`src/rtl/rfmi_pkg.sv`:
```
// Shared types, constants and the microcode table for the radio frame to
// MAC data indication converter. No dependencies.
`timescale 1ns / 1ps

package rfmi_pkg;

  localparam logic [7:0] MAX_FRAME_LEN = 8'd127;
  localparam int         HDR_LEN       = 48;

  // frame control decoding
  localparam logic [15:0] FC_TYPE_MASK  = 16'h0007;
  localparam logic [15:0] FC_TYPE_DATA  = 16'h0001;
  localparam logic [15:0] DST_LONG_MASK = 16'h0C00;
  localparam logic [15:0] SRC_LONG_MASK = 16'hC000;

  // fixed header bytes
  localparam logic [7:0] HDR_SYNC  = 8'hFE;
  localparam logic [7:0] HDR_CMD0  = 8'h42;
  localparam logic [7:0] HDR_CMD1  = 8'h85;
  localparam logic [7:0] HDR_BASE  = 8'd44;
  localparam logic [7:0] MODE_LONG = 8'd3;
  localparam logic [7:0] MODE_SHRT = 8'd2;

  // byte positions inside the frame (length byte excluded)
  localparam logic [7:0] POS_FC_LO   = 8'd1;
  localparam logic [7:0] POS_FC_HI   = 8'd2;
  localparam logic [7:0] POS_SEQ     = 8'd3;
  localparam logic [7:0] POS_DPAN_LO = 8'd4;
  localparam logic [7:0] POS_DPAN_HI = 8'd5;
  localparam logic [7:0] POS_DADDR   = 8'd6;
  localparam logic [7:0] POS_SPAN_LO = 8'd8;
  localparam logic [7:0] POS_SPAN_HI = 8'd9;
  localparam logic [7:0] DST_END_L   = 8'd13;
  localparam logic [7:0] DST_END_S   = 8'd7;
  localparam logic [7:0] SRC_START_L = 8'd14;
  localparam logic [7:0] SRC_START_S = 8'd10;
  localparam logic [7:0] SRC_SPAN_L  = 8'd7;
  localparam logic [7:0] SRC_SPAN_S  = 8'd1;
  localparam logic [7:0] BASE_LEN    = 8'd13;
  localparam logic [7:0] EXTRA_DST   = 8'd4;
  localparam logic [7:0] EXTRA_SRC   = 8'd6;

  // action decided for one accepted input byte
  localparam logic [1:0] ACT_NONE  = 2'd0;
  localparam logic [1:0] ACT_HDR   = 2'd1;
  localparam logic [1:0] ACT_PASS  = 2'd2;
  localparam logic [1:0] ACT_CHECK = 2'd3;

  // emit byte source select
  localparam logic [3:0] SEL_CONST    = 4'd0;
  localparam logic [3:0] SEL_LEN_ALL  = 4'd1;
  localparam logic [3:0] SEL_SRC_MODE = 4'd2;
  localparam logic [3:0] SEL_DST_MODE = 4'd3;
  localparam logic [3:0] SEL_SRC_ADDR = 4'd4;
  localparam logic [3:0] SEL_DST_ADDR = 4'd5;
  localparam logic [3:0] SEL_SRC_PAN  = 4'd6;
  localparam logic [3:0] SEL_DST_PAN  = 4'd7;
  localparam logic [3:0] SEL_SEQ      = 4'd8;
  localparam logic [3:0] SEL_PLEN     = 4'd9;
  localparam logic [3:0] SEL_RX       = 4'd10;
  localparam logic [3:0] SEL_XOR      = 4'd11;

  // jump kinds
  localparam logic [1:0] J_NEXT = 2'd0;
  localparam logic [1:0] J_HOME = 2'd1;
  localparam logic [1:0] J_WAIT = 2'd2;

  typedef logic [5:0] step_t;

  localparam step_t U_WAIT     = 6'd0;
  localparam step_t U_PASS     = 6'd1;
  localparam step_t U_CHECK    = 6'd2;
  localparam step_t U_HDR      = 6'd3;
  localparam step_t U_HDR_LAST = U_HDR + step_t'(HDR_LEN - 1);

  typedef struct packed {
    logic       emit;
    logic       xor_en;
    logic       last;
    logic [3:0] sel;
    logic [2:0] idx;
    logic [7:0] konst;
    logic [1:0] jump;
  } ucw_t;

  typedef struct packed {
    logic       fire;
    logic       xor_en;
    logic       last;
    logic [3:0] sel;
    logic [2:0] idx;
    logic [7:0] konst;
  } emit_ctl_t;

  // Microcode ROM: wait/dispatch, pass-through, check byte, 48 header steps.
  function automatic ucw_t ucode(input step_t s);
    ucw_t  w;
    step_t h;
    step_t a5;
    step_t a14;
    w   = '0;
    h   = s - U_HDR;
    a5  = h - 6'd5;
    a14 = h - 6'd14;
    w.jump = J_HOME;
    w.sel  = SEL_CONST;
    priority if (s == U_WAIT) begin
      w.jump = J_WAIT;
    end else if (s == U_PASS) begin
      w.emit   = 1'b1;
      w.xor_en = 1'b1;
      w.sel    = SEL_RX;
    end else if (s == U_CHECK) begin
      w.emit = 1'b1;
      w.last = 1'b1;
      w.sel  = SEL_XOR;
    end else if (s <= U_HDR_LAST) begin
      w.emit   = 1'b1;
      w.xor_en = (h != 6'd0);
      w.jump   = (s == U_HDR_LAST) ? J_HOME : J_NEXT;
      priority if (h == 6'd0) begin
        w.konst = HDR_SYNC;
      end else if (h == 6'd1) begin
        w.sel = SEL_LEN_ALL;
      end else if (h == 6'd2) begin
        w.konst = HDR_CMD0;
      end else if (h == 6'd3) begin
        w.konst = HDR_CMD1;
      end else if (h == 6'd4) begin
        w.sel = SEL_SRC_MODE;
      end else if (h <= 6'd12) begin
        w.sel = SEL_SRC_ADDR;
        w.idx = a5[2:0];
      end else if (h == 6'd13) begin
        w.sel = SEL_DST_MODE;
      end else if (h <= 6'd21) begin
        w.sel = SEL_DST_ADDR;
        w.idx = a14[2:0];
      end else if (h == 6'd28 || h == 6'd29) begin
        w.sel = SEL_SRC_PAN;
        w.idx = {2'b00, h[0]};
      end else if (h == 6'd30 || h == 6'd31) begin
        w.sel = SEL_DST_PAN;
        w.idx = {2'b00, h[0]};
      end else if (h == 6'd35) begin
        w.sel = SEL_SEQ;
      end else if (h == 6'd47) begin
        w.sel = SEL_PLEN;
      end else begin
        w.konst = 8'h00;
      end
    end else begin
      w.jump = J_HOME;
    end
    return w;
  endfunction

endpackage

```
`src/rtl/radio_frame_to_mac_indication.sv`:
```
// Top level of the radio frame to MAC data indication converter.
// Instantiates rfmi_seq and rfmi_frame; uses rfmi_pkg.
`timescale 1ns / 1ps
//
//  channel | dir | signals                          | contents
//  s_*     | in  | tvalid tready tdata[7:0] tuser   | frame byte, frame start flag
//  m_*     | out | tvalid tready tdata[7:0] tlast   | indication byte, check byte
//
// A byte that produces nothing is only accepted; a payload byte is accepted,
// then emitted; the last addressing byte is accepted, then followed by the 48
// header steps; the check byte is accepted, then emitted. This order is set by
// the microcode step counter, which emits at most one byte per cycle.
// Output stalls hold the sequencer on its current emit step; input is taken
// only at the wait step, also while the output register holds a byte.
// rst is synchronous, active high, and returns to the wait step with no frame.

module radio_frame_to_mac_indication (
  input  logic       clk,
  input  logic       rst,
  input  logic       s_tvalid,
  output logic       s_tready,
  input  logic [7:0] s_tdata,   // [7:0] rx_byte
  input  logic       s_tuser,   // [0] frame_start
  output logic       m_tvalid,
  input  logic       m_tready,
  output logic [7:0] m_tdata,   // [7:0] out_byte
  output logic       m_tlast
);

  rfmi_pkg::emit_ctl_t ctl;
  logic [1:0]          act;
  logic [7:0]          emit_byte;
  logic                in_fire;
  logic                out_free;

  assign in_fire  = s_tvalid && s_tready;
  assign out_free = !m_tvalid || m_tready;

  rfmi_seq u_seq (
    .clk      (clk),
    .rst      (rst),
    .in_fire  (in_fire),
    .act      (act),
    .out_free (out_free),
    .in_ready (s_tready),
    .ctl      (ctl)
  );

  rfmi_frame u_frame (
    .clk         (clk),
    .rst         (rst),
    .in_fire     (in_fire),
    .rx_byte     (s_tdata),
    .frame_start (s_tuser),
    .ctl         (ctl),
    .act         (act),
    .emit_byte   (emit_byte)
  );

  always_ff @(posedge clk) begin
    if (rst) begin
      m_tvalid <= 1'b0;
    end else if (ctl.fire) begin
      m_tvalid <= 1'b1;
    end else if (m_tready) begin
      m_tvalid <= 1'b0;
    end
  end

  always_ff @(posedge clk) begin
    if (ctl.fire) begin
      m_tdata <= emit_byte;
      m_tlast <= ctl.last;
    end
  end

  a_no_overwrite: assert property (@(posedge clk) disable iff (rst)
    ctl.fire |-> (!m_tvalid || m_tready))
    else $error("output register overwritten while stalled");

endmodule

```
`src/rtl/rfmi_frame.sv`:
```
// Frame datapath: parses incoming radio bytes into frame fields, decides the
// action per byte, selects emitted bytes and keeps the running XOR. Uses rfmi_pkg.
`timescale 1ns / 1ps

module rfmi_frame (
  input  logic                 clk,
  input  logic                 rst,
  input  logic                 in_fire,
  input  logic [7:0]           rx_byte,
  input  logic                 frame_start,
  input  rfmi_pkg::emit_ctl_t  ctl,
  output logic [1:0]           act,
  output logic [7:0]           emit_byte
);

  logic [7:0]  pos, pos_next;
  logic [7:0]  len, len_next;
  logic [15:0] fc, fc_next;
  logic [7:0]  seq, seq_next;
  logic [15:0] dpan, dpan_next;
  logic [63:0] daddr, daddr_next;
  logic [15:0] span, span_next;
  logic [63:0] saddr, saddr_next;
  logic [7:0]  xr, xr_next;
  logic        accepted, accepted_next;
  logic [7:0]  rx_hold;

  logic        dl, sl, dl2, sl2;
  logic [7:0]  extra, extra2, plen;
  logic [7:0]  p, dst_end, src_start, src_end;
  logic [7:0]  dlane, slane;
  logic [15:0] fc_hi;

  assign dl = (fc & rfmi_pkg::DST_LONG_MASK) == rfmi_pkg::DST_LONG_MASK;
  assign sl = (fc & rfmi_pkg::SRC_LONG_MASK) == rfmi_pkg::SRC_LONG_MASK;
  assign extra = (dl ? rfmi_pkg::EXTRA_DST : 8'd0) + (sl ? rfmi_pkg::EXTRA_SRC : 8'd0);
  assign plen  = len - rfmi_pkg::BASE_LEN - extra;

  assign fc_hi  = {rx_byte, fc[7:0]};
  assign dl2    = (fc_hi & rfmi_pkg::DST_LONG_MASK) == rfmi_pkg::DST_LONG_MASK;
  assign sl2    = (fc_hi & rfmi_pkg::SRC_LONG_MASK) == rfmi_pkg::SRC_LONG_MASK;
  assign extra2 = (dl2 ? rfmi_pkg::EXTRA_DST : 8'd0) + (sl2 ? rfmi_pkg::EXTRA_SRC : 8'd0);

  assign p         = (pos != 8'hFF) ? pos + 8'd1 : pos;
  assign dst_end   = dl ? rfmi_pkg::DST_END_L : rfmi_pkg::DST_END_S;
  assign src_start = dl ? rfmi_pkg::SRC_START_L : rfmi_pkg::SRC_START_S;
  assign src_end   = src_start + (sl ? rfmi_pkg::SRC_SPAN_L : rfmi_pkg::SRC_SPAN_S);
  assign dlane     = p - rfmi_pkg::POS_DADDR;
  assign slane     = p - src_start;

  // parse one accepted byte
  always_comb begin
    pos_next      = pos;
    len_next      = len;
    fc_next       = fc;
    seq_next      = seq;
    dpan_next     = dpan;
    daddr_next    = daddr;
    span_next     = span;
    saddr_next    = saddr;
    accepted_next = accepted;
    act           = rfmi_pkg::ACT_NONE;
    if (in_fire) begin
      if (frame_start) begin
        pos_next      = 8'd0;
        len_next      = rx_byte;
        fc_next       = 16'd0;
        seq_next      = 8'd0;
        dpan_next     = 16'd0;
        daddr_next    = 64'd0;
        span_next     = 16'd0;
        saddr_next    = 64'd0;
        accepted_next = (rx_byte <= rfmi_pkg::MAX_FRAME_LEN);
      end else if (accepted) begin
        pos_next = p;
        priority if (p > len) begin
          accepted_next = 1'b0;
        end else if (p == rfmi_pkg::POS_FC_LO) begin
          fc_next = {8'd0, rx_byte};
          if (({8'd0, rx_byte} & rfmi_pkg::FC_TYPE_MASK) != rfmi_pkg::FC_TYPE_DATA) begin
            accepted_next = 1'b0;
          end
        end else if (p == rfmi_pkg::POS_FC_HI) begin
          fc_next = fc_hi;
          if (len < rfmi_pkg::BASE_LEN + extra2) begin
            accepted_next = 1'b0;
          end
        end else begin
          priority if (p == rfmi_pkg::POS_SEQ) begin
            seq_next = rx_byte;
          end else if (p <= rfmi_pkg::POS_DPAN_HI) begin
            if (p == rfmi_pkg::POS_DPAN_LO) dpan_next[7:0] = rx_byte;
            else dpan_next[15:8] = rx_byte;
          end else if (p <= dst_end) begin
            daddr_next[dlane[2:0]*8 +: 8] = rx_byte;
          end else if (!dl && p <= rfmi_pkg::POS_SPAN_HI) begin
            if (p == rfmi_pkg::POS_SPAN_LO) span_next[7:0] = rx_byte;
            else span_next[15:8] = rx_byte;
          end else if (p >= src_start && p <= src_end) begin
            saddr_next[slane[2:0]*8 +: 8] = rx_byte;
          end else begin
            seq_next = seq;
          end
          priority if (p == src_end) begin
            act = rfmi_pkg::ACT_HDR;
          end else if (p > src_end && ({1'b0, p} + 9'd2) <= {1'b0, len}) begin
            act = rfmi_pkg::ACT_PASS;
          end else if (({1'b0, p} + 9'd1) == {1'b0, len}) begin
            act           = rfmi_pkg::ACT_CHECK;
            accepted_next = 1'b0;
          end else begin
            act = rfmi_pkg::ACT_NONE;
          end
        end
      end
    end
  end

  // emitted byte source
  always_comb begin
    unique case (ctl.sel)
      rfmi_pkg::SEL_CONST:    emit_byte = ctl.konst;
      rfmi_pkg::SEL_LEN_ALL:  emit_byte = rfmi_pkg::HDR_BASE + plen;
      rfmi_pkg::SEL_SRC_MODE: emit_byte = sl ? rfmi_pkg::MODE_LONG : rfmi_pkg::MODE_SHRT;
      rfmi_pkg::SEL_DST_MODE: emit_byte = dl ? rfmi_pkg::MODE_LONG : rfmi_pkg::MODE_SHRT;
      rfmi_pkg::SEL_SRC_ADDR: emit_byte = saddr[ctl.idx*8 +: 8];
      rfmi_pkg::SEL_DST_ADDR: emit_byte = daddr[ctl.idx*8 +: 8];
      rfmi_pkg::SEL_SRC_PAN:  emit_byte = ctl.idx[0] ? span[15:8] : span[7:0];
      rfmi_pkg::SEL_DST_PAN:  emit_byte = ctl.idx[0] ? dpan[15:8] : dpan[7:0];
      rfmi_pkg::SEL_SEQ:      emit_byte = seq;
      rfmi_pkg::SEL_PLEN:     emit_byte = plen;
      rfmi_pkg::SEL_RX:       emit_byte = rx_hold;
      rfmi_pkg::SEL_XOR:      emit_byte = xr;
      default:                emit_byte = 8'h00;
    endcase
  end

  always_comb begin
    xr_next = xr;
    if (in_fire && frame_start) begin
      xr_next = 8'd0;
    end else if (ctl.fire && ctl.xor_en) begin
      xr_next = xr ^ emit_byte;
    end
  end

  always_ff @(posedge clk) begin
    if (rst) begin
      accepted <= 1'b0;
      pos      <= 8'd0;
    end else begin
      accepted <= accepted_next;
      pos      <= pos_next;
    end
  end

  always_ff @(posedge clk) begin
    len   <= len_next;
    fc    <= fc_next;
    seq   <= seq_next;
    dpan  <= dpan_next;
    daddr <= daddr_next;
    span  <= span_next;
    saddr <= saddr_next;
    xr    <= xr_next;
    if (in_fire) begin
      rx_hold <= rx_byte;
    end
  end

  a_check_closes: assert property (@(posedge clk) disable iff (rst)
    in_fire && !frame_start && act == rfmi_pkg::ACT_CHECK |=> !accepted)
    else $error("frame still open after check byte");

  a_hdr_data_only: assert property (@(posedge clk) disable iff (rst)
    ctl.fire && ctl.sel == rfmi_pkg::SEL_SRC_MODE |->
      (fc & rfmi_pkg::FC_TYPE_MASK) == rfmi_pkg::FC_TYPE_DATA)
    else $error("header emitted for non-data frame");

endmodule

```
`src/rtl/rfmi_seq.sv`:
```
// Microcoded sequencer: step counter, control word from the ROM in rfmi_pkg,
// dispatch on the byte action and stall on a full output. Uses rfmi_pkg.
`timescale 1ns / 1ps

module rfmi_seq (
  input  logic                 clk,
  input  logic                 rst,
  input  logic                 in_fire,
  input  logic [1:0]           act,
  input  logic                 out_free,
  output logic                 in_ready,
  output rfmi_pkg::emit_ctl_t  ctl
);

  rfmi_pkg::step_t step, step_next;
  rfmi_pkg::ucw_t  uw;
  logic            adv;

  assign uw       = rfmi_pkg::ucode(step);
  assign in_ready = (uw.jump == rfmi_pkg::J_WAIT);
  assign adv      = !uw.emit || out_free;

  assign ctl.fire   = uw.emit && out_free;
  assign ctl.xor_en = uw.xor_en;
  assign ctl.last   = uw.last;
  assign ctl.sel    = uw.sel;
  assign ctl.idx    = uw.idx;
  assign ctl.konst  = uw.konst;

  always_comb begin
    step_next = step;
    unique case (uw.jump)
      rfmi_pkg::J_WAIT: begin
        if (in_fire) begin
          unique case (act)
            rfmi_pkg::ACT_NONE:  step_next = step;
            rfmi_pkg::ACT_HDR:   step_next = rfmi_pkg::U_HDR;
            rfmi_pkg::ACT_PASS:  step_next = rfmi_pkg::U_PASS;
            rfmi_pkg::ACT_CHECK: step_next = rfmi_pkg::U_CHECK;
            default:             step_next = step;
          endcase
        end
      end
      rfmi_pkg::J_NEXT: begin
        if (adv) step_next = step + 6'd1;
      end
      rfmi_pkg::J_HOME: begin
        if (adv) step_next = rfmi_pkg::U_WAIT;
      end
      default: step_next = rfmi_pkg::U_WAIT;
    endcase
  end

  always_ff @(posedge clk) begin
    if (rst) begin
      step <= rfmi_pkg::U_WAIT;
    end else begin
      step <= step_next;
    end
  end

  a_last_home: assert property (@(posedge clk) disable iff (rst)
    ctl.fire && ctl.last |=> step == rfmi_pkg::U_WAIT)
    else $error("sequencer did not return after check byte");

  a_step_range: assert property (@(posedge clk) disable iff (rst)
    step <= rfmi_pkg::U_HDR_LAST)
    else $error("step counter outside program");

endmodule
```
`config.mk`:
```
export PLATFORM = sky130hd
export DESIGN_NAME = radio_frame_to_mac_indication
export DESIGN_NICKNAME = d
export VERILOG_FILES = /design/src/rtl/rfmi_pkg.sv /design/src/rtl/radio_frame_to_mac_indication.sv /design/src/rtl/rfmi_frame.sv /design/src/rtl/rfmi_seq.sv
export SDC_FILE = /design/constraint.sdc
export NUM_CORES = 1
export LEC_CHECK = 0
export BUFFER_PORTS_ARGS = -buffer_cell sky130_fd_sc_hd__buf_4
export CORE_MARGIN = 2
export CORE_UTILIZATION = 60
export DETAILED_ROUTE_END_ITERATION = 12
export PLACE_DENSITY = 0.77
export SLEW_MARGIN = 15
export SYNTH_ARGS = -nofsm -noshare
export SYNTH_HDL_FRONTEND = slang
export SYNTH_SLANG_ARGS = --single-unit
```
`constraint.sdc`:
```
create_clock -name clk -period 10.6 [get_ports clk]
set_input_delay 1.59 -clock clk [delete_from_list [all_inputs] [get_ports clk]]
set_output_delay 1.59 -clock clk [all_outputs]
set_load 0.02 [all_outputs]
```
## Yosys cells after proc, flatten, opt, wreduce, memory -nomap -nowiden

Cells that the tools add are included.

| storage, ports and cells | value |
|---|---|
| flip-flop bits (word level) | 225 |
| bits of input ports | 13 |

| operators by class | value |
|---|---|
| add/subtract/negate cells | 18 |
| $lt $le $gt $ge | 13 |
| equality and inequality tests | 56 |
| shift-type cells | 6 |
| muxes and demuxes | 144 |
| bitwise gates (word level) | 1 |
| reductions and logical operators | 42 |

Operators with widths:

| kind | count |
|---|---|
| $mux 64 | 16 |
| $mux 16 | 18 |
| $mux 7 | 21 |
| $mux 8 | 18 |
| $bwmux 64 | 2 |
| $shift 8x34->64 const A | 2 |
| $shiftx 64x7->8 | 2 |
| $shiftx 8x34->64 | 2 |
| $mux 11 | 11 |
| $pmux 8 s12 | 1 |
| $neg 6->34 | 2 |
| $mux 4 | 9 |
| $pmux 6 s3 | 2 |
| $reduce_and 10->1 | 3 |
| $mux 13 | 2 |
| $mux 2 | 13 |
| $add 8x8->8 | 3 |
| $eq 6x5->1 const B | 4 |
| $reduce_and 8->1 | 3 |
| $mux 1 | 20 |
| $ne 2x2->1 const B | 10 |
| $eq 6x2->1 const B | 3 |
| $eq 6x6->1 const B | 3 |
| $mux 18 | 1 |
| 58 further kinds | 109 |

## Longest topological paths before layout

Gate-level depths: netlist of run 1.

| depth | value |
|---|---|
| word-level depth | 48 |
| gate-level depth with buffers | 18 |
| gate-level depth less buffers | 17 |

## Modules after synthesis

A second synthesis of run 1 with hierarchy kept.

| second synthesis, totals | value |
|---|---|
| cells, all modules | 1430 |
| area, all modules | 14086.0 sq um |

By module, submodules not included:

| module | instances | cells each | area an instance (sq um) | sequential area each (sq um) |
|---|---|---|---|---|
| rfmi_frame | 1 | 1224 | 12453.2 | 5985.7 |
| rfmi_seq | 1 | 192 | 1310.0 | 120.1 |
| radio_frame_to_mac_indication | 1 | 14 | 322.8 | 290.3 |

## Least setup slack after synthesis of run 1

OpenSTA, ideal clock, no wires.

| timing path | value |
|---|---|
| path kind | register to register |
| start point | register u_frame.pos[1] |
| end point | register u_frame.saddr[0], enable pin |
| arrival | 5.722 ns |
| required time | 10.093 ns |
| path slack | 4.371 ns |
| stages on the path, launching flop included | 16 |
| clock period less this slack | 6.229 ns |
| path through | dfxtp_1 -> ha_1 -> nand3_1 -> nor2_1 -> o21ai_1 -> clkinv_1 -> ha_1 -> nand3_1 -> o22ai_1 -> nor2_1 -> o21ai_0 -> nand2_1 -> nand2_1 -> o21ai_0 -> nand2_1 -> a21oi_1 |

| between the ends | value |
|---|---|
| longest elaborated chain between the ends | 6 |

Ends and longest elaborated chain:

| element | line | text |
|---|---|---|
| start, declared | rfmi_frame.sv:16 | `logic [7:0] pos, pos_next;` |
| start signal, assigned | rfmi_frame.sv:153 | `pos <= pos_next;` |
| $add 8x1->8 or $ne 8x8->1 (tied branches) | rfmi_frame.sv:44 | `assign p = (pos != 8'hFF) ? pos + 8'd1 : pos;` |
| $mux 8 * | rfmi_frame.sv:44 |  |
| $le 8x4->1, or another cell as far along | rfmi_frame.sv:96 | `end else if (!dl && p <= rfmi_pkg::POS_SPAN_HI) begin` |
| $logic_and 1x1->1 (on tied branches) | rfmi_frame.sv:96, rfmi_frame.sv:99 |  |
| $ne 2x2->1 (no source line) or $reduce_bool 2->1 (tied branches) | -- |  |
| $reduce_and 10->1 (no source line) * | -- |  |
| end signal, assigned | rfmi_frame.sv:164 | `saddr <= saddr_next;` |
| end, declared | rfmi_frame.sv:23 | `logic [63:0] saddr, saddr_next;` |

Every way passes the cells marked *; elsewhere a longest branch is shown, timed or not.
A chain may end at the register's enable or synchronous reset.

## Worst setup path after layout of run 1

| timing path | value |
|---|---|
| start point | register u_seq.step[0] |
| end point | register m_tdata[7], data pin |

| between the ends | value |
|---|---|
| longest elaborated chain between the ends | 42 |

Ends and longest elaborated chain:

| element | line | text |
|---|---|---|
| start, declared | rfmi_seq.sv:15 | `rfmi_pkg::step_t step, step_next;` |
| start signal, assigned | rfmi_seq.sv:56 | `step <= rfmi_pkg::U_WAIT;` |
| start signal, assigned | rfmi_seq.sv:58 | `step <= step_next;` |
| $sub 6x2->6 | rfmi_pkg.sv:102 | `h = s - U_HDR;` |
| $eq 6x5->1 | rfmi_pkg.sv:142 | `end else if (h == 6'd30 \|\| h == 6'd31) begin` |
| $logic_or 1x1->1 | rfmi_pkg.sv:142 |  |
| $mux 1 | rfmi_pkg.sv:142 |  |
| $mux 7 | rfmi_pkg.sv:139 | `end else if (h == 6'd28 \|\| h == 6'd29) begin` |
| $mux 7 | rfmi_pkg.sv:136 | `end else if (h <= 6'd21) begin` |
| $mux 11 | rfmi_pkg.sv:134 | `end else if (h == 6'd13) begin` |
| $mux 7 | rfmi_pkg.sv:131 | `end else if (h <= 6'd12) begin` |
| (+27 left out) | -- |  |
| $mux 7 | rfmi_pkg.sv:121 | `priority if (h == 6'd0) begin` |
| $mux 15 | rfmi_pkg.sv:117 | `end else if (s <= U_HDR_LAST) begin` |
| $mux 13 | rfmi_pkg.sv:113 | `end else if (s == U_CHECK) begin` |
| $mux 13 | rfmi_pkg.sv:109 | `end else if (s == U_PASS) begin` |
| $mux 18 * | rfmi_pkg.sv:107 | `priority if (s == U_WAIT) begin` |
| $shiftx 64x7->8, or another cell as far along | rfmi_frame.sv:127 | `rfmi_pkg::SEL_DST_ADDR: emit_byte = daddr[ctl.idx*8 +: 8];` |
| $pmux 8 s12 * | rfmi_frame.sv:121 | `unique case (ctl.sel)` |
| named net emit_byte[7] | radio_frame_to_mac_indication.sv:32 | `logic [7:0] emit_byte;` |
| end signal, assigned | radio_frame_to_mac_indication.sv:72 | `m_tdata <= emit_byte;` |
| end, declared | radio_frame_to_mac_indication.sv:26 | `output logic [7:0] m_tdata,` |

The timed path passes the listed nets; every way through them passes the cells marked *. The select of a mux whose other input is x is not followed.

==> results of run 1 <==
-- cells by family after synthesis --
group | after synthesis | share of synthesized area (%)
fa+ha+maj | 55 | 4.94
compound gates | 368 | 17.5
simple gates | 620 | 20.4
flops | 221 | 45.0
mux | 88 | 6.45
buf+inv | 140 | 4.00
xor+xnor | 28 | 1.82
-- critical path: stages (launching register included) --
cell,delay (ns)
dfxtp_1,0.67
inv_1,0.20
ha_1,0.38
or2_0,0.30
and2_1,0.27
or3_1,0.39
a2111o_1,0.61
nor3_1,1.01
nand3_1,0.49
a221oi_1,0.58
a2bb2oi_1,0.18
a41o_1,0.31
-- cell type report --
cell class                 instances  area share, %
tap                              319           2.60
sequential                       221           41.6
clock buffer                      29           4.17
timing repair buffer              36           1.76
clock inverter                    17           1.01
inverter                          46           1.12
multi-input combinational       1159           47.8
-- cell usage in the layout, fill, tap and decap left out, types with 9 or more instances in the layout --
cell	instances
mux2i_1	71
nand4_1	16
mux2_2	13
edfxtp_1	197
buf_4	36
o211ai_1	11
o21ai_0	28
nor3_1	21
a221oi_1	9
or4_1	9
clkbuf_16	25
ha_1	53
nor4_1	11
dfxtp_1	24
a21o_1	15
o31ai_1	11
xnor2_1	21
nand2_1	141
nor2b_1	16
nor2_1	250
o21a_1	9
a21oi_1	154
nand3_1	60
inv_1	43
and3_1	21
and2_1	17
a211oi_1	11
a22oi_1	12
-- how the worst max path moves through the flow --
stage	startpoint	to	slack [ns]	cells after the start
floorplan	u_frame.pos[1]	u_frame.saddr[0]	4.37	15
global placement	u_seq.step[0]	u_frame.xr[2]	5.33	13
detailed placement	u_seq.step[0]	m_tdata[7]	5.24	11
CTS	u_seq.step[0]	u_frame.xr[1]	5.18	12
global route	u_seq.step[0]	m_tdata[7]	4.74	11
finish	u_seq.step[0]	m_tdata[7]	4.93	11
-- flip-flops by register name (all words and copies together) (netlist names) --
| register | count |
|---|---|
| u_frame.len | 8 |
| u_frame.daddr | 64 |
| u_frame.fc | 4 |
| m_tlast | 1 |
| u_frame.pos | 8 |
| m_tdata | 8 |
| m_tvalid | 1 |
| u_frame.dpan | 16 |
| u_frame.rx_hold | 8 |
| u_frame.accepted | 1 |
| u_seq.step | 6 |
| u_frame.span | 16 |
| u_frame.xr | 8 |
| u_frame.saddr | 64 |
| u_frame.seq | 8 |
-- where the power goes --
group          switching, mW  internal, mW  total (mW)  leakage [nW]
registers             0.0156         0.981       0.996          2.06
logic                 0.0987        0.0427       0.141          3.52
clock network          0.370         0.485       0.855         0.391
-- per-stage QoR --
| stage | hold WS, ns | setup WS [ns] | std cells |
|---|---|---|---|
| CTS | 0.483 | 5.18 | 1827 |
| finish | 0.492 | 4.93 | 1827 |
| floorplan | 0.432 | 4.37 | 1520 |
| global route | 0.517 | 4.74 | 1827 |
| detailed placement | 0.463 | 5.24 | 1781 |
| global placement | 0.454 | 5.33 | 1781 |
-- per-layer routing --
| layer | wire length [um] | vias up | GRT usage [%] |
|---|---|---|---|
| li1 | - | 5588 | - |
| met1 | 17700 | 5776 | 51.8 |
| met2 | 18900 | 870 | 52.4 |
| met3 | 5700 | 104 | 7.97 |
| met4 | 1590 | 0 | 11.3 |
| met5 | 0 | - | 0 |
==> run_results.csv, run 1 <==
group,metric,value,unit
status,status,"finished, final reports clean",
logic_synthesis,yosys_warnings,0,
logic_synthesis,yosysTopAreaCellShare,41.6,%
global_routing,overflow,0,
floorplanning,die_h,158,um
logic_synthesis,synth-main-ff-cell,"edfxtp_1",
worst_hold_path,min_path_cells,1,
setup_path,r2r-end,"m_tdata[7]",
global_routing,grt_pass1_wl,67100,um
sta,clock_skew,0.0170,ns
sta,slew_viol_final,0,
logic_synthesis,yosys.cell_count.top_type,"nor2_1",
final_layout,nets,1557,
clocking,insertion_delay,0.56,ns
clocking,root_buffer,"clkbuf_16",
job,cap_violations,0,
place,postPlaceCellArea,14600,um2
place,io_buffers,23,
power,p_leak,5.98,nW
detailed_routing,finalWirelength,43900,um
final_layout,layout-drive-gt1-share,7.89,%
final_layout,diodes,0,
final_layout,syn_to_final_growth,8.09,%
logic_synthesis,syn-cell-area,14200,um2
setup_path,worstSetupEndpointType,"flop",
clocking,numClockSinks,221,
clocking,clk_pin_slew,0.06,ns
floorplanning,start_util,60.8,%
floorplanning,die_w,158,um
detailed_routing,postRouteAntennaNets,0,
sta,finalCritPeriodShare,53.5,%
global_routing,track_usage,35.4,%
logic_synthesis,netlist_top_cells_area,"edfxtp_1 (42%), nor2_1 (6.6%), a21oi_1 (5.5%)",
setup_path,worst-r2r-setup-slack,4.93,ns
sta,tightest_slew,1.21,ns
logic_synthesis,yosysTopAreaCell,"edfxtp_1",
clocking,cts_made_buffers,25,
logic_synthesis,yosysSeqAreaShare,45.0,%
clocking,cts_max_path_buffers,3,
logic_synthesis,synth-edff-count,197,
setup_path,crit_fanout,16,
power,power_density,130,nW/um2
floorplanning,die_area,25000,um2
detailed_routing,drc,0,
clocking,cts_tree,"built",
logic_synthesis,synthTopCellsByCount,"nor2_1 (250), edfxtp_1 (197), a21oi_1 (156), nand2_1 (141), mux2i_1 (71)",
clocking,cts_setup_buffers,0,
logic_synthesis,synthCells,1520,
global_routing,grt_pass1_vias,11300,
final_layout,multi_input_comb_area,7340,um2
sta,fin_crit,5.67,ns
sta,hold_viol,0,
global_routing,antenna_found_initial,0,
floorplanning,io_pins,24,
setup_path,timing_worst_setup_path_type,"reg -> reg",
detailed_routing,firstDrtPassIters,9,
detailed_routing,vias,12300,
sta,setup_viol_count_final,0,
power,ir_drop,125,uV
logic_synthesis,avgSynthCellArea,9.36,um2
sta,rsz0062_at_grt,"no",
sta,tns,0,ns
floorplanning,core,23400,um2
detailed_routing,drt_iter0_drc,1688,
sta,fmax,176,MHz
final_layout,seqCellArea,6400,um2
final_layout,final_cell_area,15400,um2
worst_hold_path,hold_start,"u_frame.xr[0]",
clocking,cts_hold_buf,0,
final_layout,final_util,65.7,%
detailed_routing,vias_per_cell,6.75,
final_layout,nFillCells,1969,
worst_hold_path,min_to,"u_frame.xr[0]",
clocking,cts_resized,0,
setup_path,cp.arrival,5.96,ns
floorplanning,std_cell_rows,56,
clocking,htree_levels,1,
power,total_power,1.99,mW
logic_synthesis,ys_async_sr_fraction,0,%
detailed_routing,wire_per_inst,24.1,um
setup_path,worstRegToRegCells,11,
sta,relSlewSlack,19.2,%
logic_synthesis,synth_nets,1588,
setup_path,worstPathRequired,10.89,ns
global_routing,grt_max_degree,83,
logic_synthesis,synth-seq-cells,221,
logic_synthesis,synth_cell_types,92,
place,dp_hpwl,30500,um
setup_path,reg2reg_from,"u_seq.step[0]",
setup_path,setup.worst_path.start_class,"flop",
place,gp_congestion,0.983,
worst_hold_path,hp-class,"reg -> reg",
Power figures use the tool's default switching activity.
==> run 2, diff against run 1 <==
--- a/config.mk
+++ b/config.mk
@@ -7,7 +7,7 @@
 export LEC_CHECK = 0
 export BUFFER_PORTS_ARGS = -buffer_cell sky130_fd_sc_hd__buf_4
 export CORE_MARGIN = 2
-export CORE_UTILIZATION = 60
+export CORE_UTILIZATION = 58
 export DETAILED_ROUTE_END_ITERATION = 12
 export PLACE_DENSITY = 0.77
 export SLEW_MARGIN = 15
==> constraint.sdc (replaced) <==
create_clock -name clk -period 4.64 [get_ports clk]
set_input_delay 0.696 -clock clk [delete_from_list [all_inputs] [get_ports clk]]
set_output_delay 0.696 -clock clk [all_outputs]
set_load 0.02 [all_outputs]
==> run_results.csv, run 2 (synthesis gave the netlist of run 1 again) <==
group,metric,value,unit
status,status,"finished, final reports clean",
power,ir_drop,288,uV
setup_path,worst-r2r-setup-slack,0.11,ns
sta,slew_viol_final,0,
floorplanning,start_util,58.8,%
clocking,insertion_delay,0.54,ns
global_routing,overflow,0,
power,total_power,4.51,mW
setup_path,r2r-end,"m_tdata[3]",
clocking,root_buffer,"clkbuf_16",
sta,fin_crit,4.53,ns
detailed_routing,vias_per_cell,6.66,
setup_path,reg2reg_from,"u_seq.step[3]",
floorplanning,die_w,161,um
place,gp_congestion,0.965,
floorplanning,io_pins,24,
sta,setup_viol_count_final,0,
setup_path,worstPathRequired,4.91,ns
setup_path,setup.worst_path.start_class,"flop",
final_layout,final_cell_mix,"nor2_1 (250), edfxtp_1 (197), a21oi_1 (154)",
floorplanning,die_h,161,um
setup_path,timing_worst_setup_path_type,"reg -> reg",
sta,relSlewSlack,32.6,%
sta,finalCritPeriodShare,97.7,%
clocking,cts_made_buffers,25,
setup_path,cp.arrival,4.80,ns
detailed_routing,wire_per_inst,23.8,um
clocking,cts_tree,"built",
floorplanning,die_area,25800,um2
worst_hold_path,hp-class,"reg -> reg",
detailed_routing,vias,12600,
detailed_routing,postRouteAntennaNets,0,
clocking,numClockSinks,221,
global_routing,grt_max_degree,96,
setup_path,crit_end,"m_tdata[3]",
detailed_routing,drc,0,
setup_path,worstSetupEndpointType,"flop",
final_layout,final_common_cell,"nor2_1",
place,dp_hpwl,32300,um
clocking,cts_max_path_buffers,3,
global_routing,grt_pass1_wl,68700,um
sta,clock_skew,0.0292,ns
place,placedCellCount,1848,
clocking,htree_levels,1,
final_layout,nets,1622,
detailed_routing,drt_iter0_drc,1974,
sta,fmax,221,MHz
place,io_buffers,23,
power,p_leak,6.34,nW
final_layout,reg.largest.list,"u_frame.daddr: 64 flops, u_frame.saddr: 64 flops",
final_layout,nFillCells,1936,
floorplanning,std_cell_rows,57,
final_layout,post_layout_nonfiller_instances,1894,
worst_hold_path,hold_start,"u_frame.xr[7]",
global_routing,antenna_found_initial,1,
global_routing,grt_pass1_vias,11700,
detailed_routing,firstDrtPassIters,6,
power,power_density,282,nW/um2
final_layout,layout-drive-gt1-share,11.5,%
job,cap_violations,0,
sta,hold_viol,0,
setup_path,crit_fanout,19,
detailed_routing,finalWirelength,45100,um
sta,rsz0062_at_grt,"no",
clocking,clk_pin_slew,0.07,ns
final_layout,syn_to_final_growth,12.4,%
setup_path,cp-startpoint,"u_seq.step[3]",
global_routing,track_usage,34.4,%
setup_path,worstRegToRegCells,11,
worst_hold_path,min_path_cells,1,
floorplanning,core,24200,um2
sta,tightest_slew,1.01,ns
==> run 2: final cells by class <==
cell class                      count  area (um2)  area share (%)
Sequential cell                   221        6400            40.0
Clock buffer                       29         641            4.01
Tap cell                          324         405            2.54
Multi-Input combinational cell   1159        7350            46.0
Clock inverter                     13         120           0.751
Antenna cell                        1        2.50          0.0157
Timing Repair Buffer              101         896            5.60
Inverter                           46         173            1.08
==> run 2: how the worst min path moves through the flow <==
stage / endpoint
2_1_floorplan: u_frame.xr[7]
3_3_place_gp: u_frame.xr[1]
3_5_place_dp: u_frame.xr[1]
4_1_cts: u_frame.xr[7]
5_1_grt: u_frame.xr[1]
6_report: u_frame.xr[7]
==> run 2: stage by stage <==
stage	utilization (%)	setup slack (ns)	instance area, um2	TNS, ns	hold WS [ns]
floorplan	-	-0.168	14200	-21.50	0.432
global placement	62.7	0.384	15200	0	0.452
detailed placement	62.7	0.270	15200	0	0.452
CTS	65.8	0.195	15900	0	0.463
global route	66.1	0.0127	16000	0	0.488
finish	66.1	0.106	16000	0	0.468
==> run 2: repair_timing <==
action | 4_1_cts | 5_1_grt
endpoints found under the setup margin | 0 | 126
hold buffers | 0 | 0
buffers inserted | 0 | 3
resized for setup | 0 | 8
==> run 2: power by group <==
part           leakage [nW]  total [mW]  switching (mW)  internal (mW)
logic                  3.90       0.351           0.236          0.115
clock network         0.373        1.89           0.794           1.09
registers              2.06        2.28          0.0358           2.24
==> run 2: per-layer routing <==
layer / vias to the layer above / wire [um] / GRT usage [%]
met2: 826 / 19700 / 51.4
met5: - / 0 / 0
met3: 118 / 5550 / 7.13
met1: 5972 / 18300 / 50.0
met4: 0 / 1600 / 11.5
li1: 5707 / - / -
==> run 2: critical path: stages (launching register included) <==
cell and delay [ns]:
dfxtp_1 0.67, and3b_1 0.29, o31ai_4 0.50, a211oi_1 0.18, a2111o_1 0.35, buf_4 0.20
a2111oi_4 0.51, buf_12 0.24, nor3_1 0.06, a211oi_1 0.44, o221ai_1 0.35, o31ai_1 0.45
